$ cat src/rtl/vppt_pkg.sv
`default_nettype none

package vppt_pkg;

  localparam int KindW  = 3;
  localparam int CountW = 8;
  localparam int InDataW  = 32;
  localparam int OutDataW = 8;

  localparam logic [KindW-1:0] KIND_TICK      = 3'd0;
  localparam logic [KindW-1:0] KIND_START     = 3'd1;
  localparam logic [KindW-1:0] KIND_CANCEL    = 3'd2;
  localparam logic [KindW-1:0] KIND_POWER_ON  = 3'd3;
  localparam logic [KindW-1:0] KIND_POWER_OFF = 3'd4;

  typedef struct packed {
    logic              battery_empty;
    logic [CountW-1:0] off_ticks;
    logic [CountW-1:0] on_ticks;
    logic              counted_mode;
    logic [CountW-1:0] repeat_count;
  } item_t;

  typedef struct packed {
    logic              running;
    logic              counted;
    logic              off_pending;
    logic [CountW-1:0] repeats_left;
    logic [CountW-1:0] on_reload;
    logic [CountW-1:0] on_left;
    logic [CountW-1:0] off_reload;
    logic [CountW-1:0] off_left;
    logic              drive;
  } state_t;

  typedef struct packed {
    logic pattern_active;
    logic motor_on;
  } result_t;

  localparam state_t STATE_CLEAR = '0;

endpackage

`default_nettype wire

$ cat src/rtl/vppt_core.sv
`default_nettype none

module vppt_core (
  input  wire logic                       clk,
  input  wire logic                       rst_n,
  input  wire logic                       en,
  input  wire logic [vppt_pkg::KindW-1:0] kind,
  input  wire vppt_pkg::item_t            item,
  output      vppt_pkg::result_t          res_nxt
);
  import vppt_pkg::*;

  state_t            st_r;
  state_t            st_nxt;
  state_t            cancel_st;
  state_t            tick_st;
  logic [CountW-1:0] off_dec;
  logic [CountW-1:0] rep_dec;

  always_comb begin
    cancel_st             = STATE_CLEAR;
    cancel_st.off_pending = 1'b1;
  end

  assign off_dec = st_r.off_left - CountW'(1);
  assign rep_dec = st_r.repeats_left - CountW'(1);

  always_comb begin
    tick_st = st_r;
    if (!st_r.running) begin
      if (st_r.off_pending) begin
        tick_st.drive       = 1'b0;
        tick_st.off_pending = 1'b0;
      end
    end else if (st_r.on_left != '0) begin
      tick_st.on_left = st_r.on_left - CountW'(1);
      tick_st.drive   = 1'b1;
    end else begin
      tick_st.drive = 1'b0;
      if (st_r.off_left != '0) begin
        tick_st.off_left = off_dec;
        if (off_dec == '0) begin
          tick_st.off_left = st_r.off_reload;
          tick_st.on_left  = st_r.on_reload;
          if (st_r.counted && (st_r.repeats_left != '0)) begin
            tick_st.repeats_left = rep_dec;
            if (rep_dec == '0) begin
              tick_st = cancel_st;
            end
          end
        end
      end
    end
  end

  always_comb begin
    st_nxt = st_r;
    case (kind)
      KIND_TICK: begin
        st_nxt = tick_st;
      end
      KIND_START: begin
        if (item.battery_empty) begin
          st_nxt = cancel_st;
        end else begin
          st_nxt.running      = 1'b1;
          st_nxt.counted      = item.counted_mode;
          st_nxt.off_pending  = 1'b1;
          st_nxt.repeats_left = item.repeat_count;
          st_nxt.on_reload    = item.on_ticks;
          st_nxt.on_left      = item.on_ticks;
          st_nxt.off_reload   = item.off_ticks;
          st_nxt.off_left     = item.off_ticks;
        end
      end
      KIND_CANCEL: begin
        st_nxt = cancel_st;
      end
      KIND_POWER_ON: begin
        st_nxt       = STATE_CLEAR;
        st_nxt.drive = 1'b1;
      end
      KIND_POWER_OFF: begin
        st_nxt = STATE_CLEAR;
      end
      default: begin
        st_nxt = st_r;
      end
    endcase
  end

  assign res_nxt.motor_on       = st_nxt.drive;
  assign res_nxt.pattern_active = st_nxt.running;

  always_ff @(posedge clk) begin
    if (!rst_n) begin
      st_r <= STATE_CLEAR;
    end else if (en) begin
      st_r <= st_nxt;
    end
  end

  a_run_pending: assert property (@(posedge clk) disable iff (!rst_n)
    st_r.running |-> st_r.off_pending)
    else $error("running pattern without off_pending");

  a_idle_counts: assert property (@(posedge clk) disable iff (!rst_n)
    !st_r.running |-> (st_r.on_left == '0) && (st_r.off_left == '0))
    else $error("idle timer holds nonzero counts");

  a_idle_tick: assert property (@(posedge clk) disable iff (!rst_n)
    en && (kind == KIND_TICK) && !st_r.running |=> !st_r.running && !st_r.off_pending)
    else $error("tick while idle started a pattern");

  a_power_on: assert property (@(posedge clk) disable iff (!rst_n)
    en && (kind == KIND_POWER_ON) |=> st_r.drive && !st_r.running)
    else $error("power on did not force the motor on");

endmodule

`default_nettype wire

$ cat src/rtl/vibration_pulse_pattern_timer.sv
`default_nettype none

// Channel | Ports                      | Payload
// in      | in_tvalid/tready/tdata/tuser | tuser: kind; tdata: item fields
// out     | out_tvalid/tready/tdata    | tdata: motor_on, pattern_active
//
// One transfer in gives one transfer out; every item passes through the
// state update between the input register and the result register.
// out_tvalid is registered: the item waits in the input register and its
// result in the output register; one item per cycle sustained while
// out_tready is high.
// Synchronous active-low reset clears the pattern state (motor off, idle).
// A stalled result holds in the output register while the input register,
// if it is empty, still takes one more item.

module vibration_pulse_pattern_timer (
  input  wire logic                          clk,
  input  wire logic                          rst_n,
  input  wire logic                          in_tvalid,
  output      logic                          in_tready,
  // [7:0] repeat_count, [8] counted_mode, [16:9] on_ticks,
  // [24:17] off_ticks, [25] battery_empty, [31:26] zero
  input  wire logic [vppt_pkg::InDataW-1:0]  in_tdata,
  // [2:0] kind
  input  wire logic [vppt_pkg::KindW-1:0]    in_tuser,
  output      logic                          out_tvalid,
  input  wire logic                          out_tready,
  // [0] motor_on, [1] pattern_active, [7:2] zero
  output      logic [vppt_pkg::OutDataW-1:0] out_tdata
);
  import vppt_pkg::*;

  logic              in_v_r;
  item_t             item_r;
  logic [KindW-1:0]  kind_r;
  logic              out_v_r;
  result_t           res_r;
  result_t           res_nxt;
  logic              advance;

  assign advance   = in_v_r && (!out_v_r || out_tready);
  assign in_tready = !in_v_r || advance;

  always_ff @(posedge clk) begin
    if (!rst_n) begin
      in_v_r <= 1'b0;
    end else if (in_tready) begin
      in_v_r <= in_tvalid;
    end
  end

  always_ff @(posedge clk) begin
    if (in_tready && in_tvalid) begin
      item_r <= item_t'(in_tdata[$bits(item_t)-1:0]);
      kind_r <= in_tuser;
    end
  end

  vppt_core u_core (
    .clk     (clk),
    .rst_n   (rst_n),
    .en      (advance),
    .kind    (kind_r),
    .item    (item_r),
    .res_nxt (res_nxt)
  );

  always_ff @(posedge clk) begin
    if (!rst_n) begin
      out_v_r <= 1'b0;
    end else if (advance) begin
      out_v_r <= 1'b1;
    end else if (out_tready) begin
      out_v_r <= 1'b0;
    end
  end

  always_ff @(posedge clk) begin
    if (advance) begin
      res_r <= res_nxt;
    end
  end

  assign out_tvalid = out_v_r;
  assign out_tdata  = {(OutDataW-2)'(0), res_r.pattern_active, res_r.motor_on};

endmodule

`default_nettype wire
$ cat config.mk
export PLATFORM = sky130hd
export DESIGN_NAME = vibration_pulse_pattern_timer
export DESIGN_NICKNAME = d
export VERILOG_FILES = /design/src/rtl/vppt_pkg.sv /design/src/rtl/vppt_core.sv /design/src/rtl/vibration_pulse_pattern_timer.sv
export SDC_FILE = /design/constraint.sdc
export NUM_CORES = 1
export LEC_CHECK = 0
export CORE_MARGIN = 2
export CORE_UTILIZATION = 25
export CTS_CLUSTER_SIZE = 20
export DETAILED_ROUTE_END_ITERATION = 16
export DONT_BUFFER_PORTS = 1
export GPL_TIMING_DRIVEN = 0
export SYNTH_ARGS = -nofsm -noshare
export SYNTH_HDL_FRONTEND = slang
export SYNTH_SLANG_ARGS = --single-unit
$ cat constraint.sdc
create_clock -name clk -period 3.2 [get_ports clk]
set_clock_uncertainty 0.1 [all_clocks]
set_input_delay 0.48 -clock clk [delete_from_list [all_inputs] [get_ports clk]]
set_output_delay 0.48 -clock clk [all_outputs]
set_load 0.01 [all_outputs]
After elaboration in Yosys (flattened, before gate mapping)
Index checks and enable logic that the tools add are counted.
{ "totals": {"reg_bits": 77, "inputBits": 39} }
{ "op_classes": {"add_sub_neg": 3, "n_eq_ne": 17, "muxes": 18, "reduce_logical": 20} }
{ "ops": {"columns": ["cell", "count"], "rows": [
  ["$pmux 44 s5", 1],
  ["$mux 44", 4],
  ["$mux 43", 1],
  ["$mux 40", 1],
  ["$reduce_bool 8->1", 3],
  ["$sub 8x1->8 const B", 3],
  ["$mux 19", 1],
  ["$logic_not 8->1", 2],
  ["$mux 16", 1],
  ["$ne 3x3->1 const B", 5],
  ["$reduce_and 7->1", 2],
  ["$ne 2x1->1 const B", 5],
  ["$reduce_and 5->1", 2],
  ["$mux 8", 1],
  ["$reduce_and 8->1", 1],
  ["$mux 1", 7],
  ["$eq 3x2->1 const B", 2],
  ["$ne 3x1->1 const B", 2],
  ["$reduce_bool 5->1", 1],
  ["$eq 3x1->1 const B", 1],
  ["$eq 3x3->1 const B", 1],
  ["$logic_and 1x1->1", 3],
  ["$logic_not 3->1", 1],
  ["$logic_not 1->1", 2],
  ["4 further kinds", 5]
]} }

Depth between registers and ports, before layout
{ "depth": {"word_depth": 9, "ltp_mapped": 11, "mapped_depth_nobuf": 9} }

Modules after synthesis
Synthesis repeated with hierarchy kept, for this count alone.
{ "unflattened": {"cells_unflattened": 414, "area_unflattened_um2": 3933.8} }
{ "by_module_without_submodules": {"columns": ["mod", "n_inst", "cells_per_inst", "area_per_inst_um2", "seq_area_each_um2"], "rows": [
  ["vppt_core", 1, 367, 2850.2, 880.8],
  ["vibration_pulse_pattern_timer", 1, 47, 1083.5, 970.9]
]} }

Worst setup path after synthesis
OpenSTA, ideal clock, no wires.
{ "synth_timing": {"kind": "register to register", "start": "reg u_core.st_r[33] (netlist name)", "end": "reg u_core.st_r[5] (netlist name)", "setup_ps": 124, "arrival_time_ps": 2420, "t_required_ps": 2976, "slack_ps": 555, "stages_incl_launch_ff": 12, "path_buffers": 2, "synth_period_minus_slack_ps": 2645, "path_cell_list": "dfxtp_1 inv_1 ha_1 buf_2 o21bai_1 a211o_1 a32oi_1 nand4_1 nor3b_1 buf_2 a221oi_1 a21oi_1"} }
{ "synth_via": {"elab_chain_len": 9, "word_cells_on_any_way": 11} }
{ "synth_lines": {"columns": ["item", "line_no", "text"], "rows": [
  ["start: declaration", "vppt_core.sv:13", "state_t st_r;"],
  ["start signal: assignment", "vppt_core.sv:99", "st_r <= st_nxt;"],
  ["$sub 8x1->8", "vppt_core.sv:26", "assign rep_dec = st_r.repeats_left - CountW'(1);"],
  ["$logic_not 8->1", "vppt_core.sv:47", "if (rep_dec == '0) begin"],
  ["$mux 44", "vppt_core.sv:47", null],
  ["$mux 44 *", "vppt_core.sv:45", "if (st_r.counted && (st_r.repeats_left != '0)) begin"],
  ["$mux 44 *", "vppt_core.sv:42", "if (off_dec == '0) begin"],
  ["$mux 44 *", "vppt_core.sv:40", "if (st_r.off_left != '0) begin"],
  ["$mux 16 *", "vppt_core.sv:35", "end else if (st_r.on_left != '0) begin"],
  ["$mux 40 *", "vppt_core.sv:30", "if (!st_r.running) begin"],
  ["$pmux 44 s5 *", "vppt_core.sv:58", "case (kind)"]
]} }
Mark *: on every way between the ends. The rest lies on a longest branch, timed or not. The select of a mux whose other input is x is not followed.
A chain may end at the register's enable or synchronous reset.

Worst setup path in the final report
{ "layout_timing": {"start": "reg u_core.st_r[33] (netlist name)", "end": "reg u_core.st_r[6] (netlist name)"} }
Same word-level chain as after synthesis.

==> results.cfg <==
[synth]
yosysUniqueCellTypes = 72
netlist_area_um2 = 3960
yosys_warnings = 0
netlist_instances = 417
synth_seq_cells = 77
synth_edf_count = 31
avgSynthCellArea_um2 = 9.49
synth_top_area_share_pct = 23.5
yosysTopAreaCell = edfxtp_1
ys_top_cells_by_count = o21ai_0, dfxtp_1, edfxtp_1, nor2_1, nand3_1
ys_seq_area_share_pct = 46.8
ys.flop_type = dfxtp_1
synthTopCellsByArea = edfxtp_1, dfxtp_1, o21ai_0
synthArstFlopShare_pct = 0
yosysMostFrequentCell = o21ai_0

[clocking]
postCtsHoldBufs = 0
clock-sinks = 77
numCtsBuffers = 9
cts_buffer_depth = 2
clkTransAtPathRegs_ns = 0.06
clock_latency_ns = 0.34
tritoncts = built
h-tree-depth = 3
clockRootBuffer = clkbuf_16

[hold_path]
hp-class = input pin to flip-flop
worstHoldStart = in_tdata[2]
min_path_cells = 0

[floorplanning]
die_w_um = 130
fp-row-count = 45
dieArea_um2 = 16900
initial_core_util_pct = 25.8
ioPinCount = 49
placeableCoreArea_um2 = 15300
die-height_um = 130

[power_and_ir_drop]
seqPwrFrac_pct = 44.4
p_int_mw = 1.87
p_sw_mw = 0.624
pwr-share-comb_pct = 12.6
power_density_nw_per_um2 = 539
leakage_nw = 1.53
vdd_drop_max_v = 0.000375
clkPwrFrac_pct = 43.0
finalPower_mw = 2.49
sw_frac_of_total_pct = 25.0

[route]
met1_length_mm = 5.03
drtIter0Drc = 235
wl_met3_um = 494
dr_wl_met2_mm = 4.81
vias = 3310
drc = 0
dr.pass1.iters = 5
top_layer_used = met4
routed_via_density = 5.07
wire_per_inst_um = 16.1
finalWirelength_mm = 10.5
antenna_left = 0

[global_routing]
antenna_found_initial = 0
grt_use_total_pct = 13.1
grt_max_degree = 30
grt_pass1_vias = 3255
grt_pass1_wl_mm = 17.2
globalRouteOverflowTotal = 0

[sta]
finalSetupViolations = 0
tns_ns = 0
fin_ws_ns = 0.199
max_freq_ghz = 0.333
worst_pin_slew_ns = 0.773
hold_viol = 0
max_slew_margin_pct = 48.3
period_minus_slack_ns = 3.00
period_share_pct = 93.8
slew_viol_final = 0

[cells_and_area]
drive_gt1_share_pct = 12.4
final_nets = 483
synthToLayoutAreaGrowth_pct = 16.9
antenna_cells = 0

[run_status]
status = finished, final reports clean

[setup_path]
worstPathArrival_ns = 3.12
endpoint_kind = flip-flop
rr_worst_depth = 11
crit_start = u_core.st_r[33]$_SDFFE_PN0P_
start_kind = flip-flop
critPathRequiredTime_ns = 3.31
crit_type = flip-flop to flip-flop
r2r_start = u_core.st_r[33]$_SDFFE_PN0P_
critPathMaxFanout = 10

[placement]
routabilityCongestion = 0.893
dpl.hpwl_mm = 7.13
place_ws_ns = -0.00589
port_buffers = 0

[run]
maxCapViolations = 0
==> sequential cells by signal, indices dropped and copies added, names as in the netlist <==
name         cells
out_tvalid       1
in_v_r           1
kind_r           3
item_r          26
out_tdata        2
u_core.st_r     44
==> power by group through the flow <==
stage	Clock, mW	Combinational [mW]	Sequential [mW]
after floorplan	0	0.222	1.11
after global placement	0	0.275	1.12
after detailed placement	0	0.281	1.13
after CTS	1.10	0.283	1.11
after global routing	1.13	0.351	1.11
final	1.07	0.315	1.11
==> critical path: stages, from the launching register on <==
cell and delay (ns):
dfxtp_2 0.36, inv_1 0.11, ha_1 0.16, buf_2 0.20, or3b_2 0.50, nor3b_1 0.23
o31a_1 0.20, nand4_1 0.17, nor3b_1 0.21, buf_2 0.24, a221oi_1 0.29, a21oi_1 0.11
==> metrics by stage <==
step | utilization (%) | cells | instance area, um2 | hold WS (ns)
floorplan | - | 422 | 3980 | 0.352
global placement | 27.7 | 633 | 4240 | 0.361
detailed placement | 27.7 | 633 | 4250 | 0.365
CTS | 29.8 | 650 | 4560 | 0.115
global route | 30.2 | 653 | 4630 | 0.114
finish | 30.2 | 653 | 4630 | 0.134
==> cell usage in the layout (no fill, tap or decap), types with 10 or more instances in the layout <==
cell	instances
a21boi_0	16
a21oi_1	16
a31oi_1	10
clkbuf_1	19
dfxtp_1	44
edfxtp_1	31
nand2_1	27
nand3_1	28
nor2_1	29
o21ai_0	50
==> cell type report <==
type	count	area, um2
clock inverter	6	77.6
multi-input combinational	303	1960
buffer	33	163
tap	211	264
inverter	9	33.8
sequential	77	1850
fill	1612	10700
timing repair buffer	4	42.5
clock buffer	10	229
==> final timing paths <==
path | endpoint | slack [ns]
worst max-delay path | u_core.st_r[6]$_SDFFE_PN0P_ | 0.20
worst max register to register | u_core.st_r[6]$_SDFFE_PN0P_ | 0.20
worst min register to register | u_core.st_r[9]$_SDFFE_PN0P_ | 0.38
worst min-delay path | item_r[2]$_DFFE_PP_ | 0.13
==> metal layers <==
metal	vias up	GRT usage (%)
li1	1602	-
met1	1589	17.7
met2	106	20.7
met3	13	3.20
met4	0	4.43
met5	-	0
==> logic make-up (layout without fill, tap and decap cells) <==
logic type | after synthesis | in the layout | synth area share [%]
XOR/XNOR | 8 | 8 | 1.77
buffers and inverters | 42 | 62 | 4.96
AO/OA/AOI/OAI | 141 | 141 | 23.8
adder cells (fa/ha/maj) | 8 | 8 | 2.47
AND/OR/NAND/NOR | 139 | 139 | 19.8
multiplexers | 1 | 1 | 0.285
flip-flops | 77 | 77 | 46.8
other | 1 | 6 | 0.0948
==> repair_timing <==
action,in CTS,in global routing
gates resized for setup,0,6
setup endpoints to repair,5,22
buffers inserted,1,3
pin swaps,1,1
Note: power is estimated with default switching activity, not from simulation.
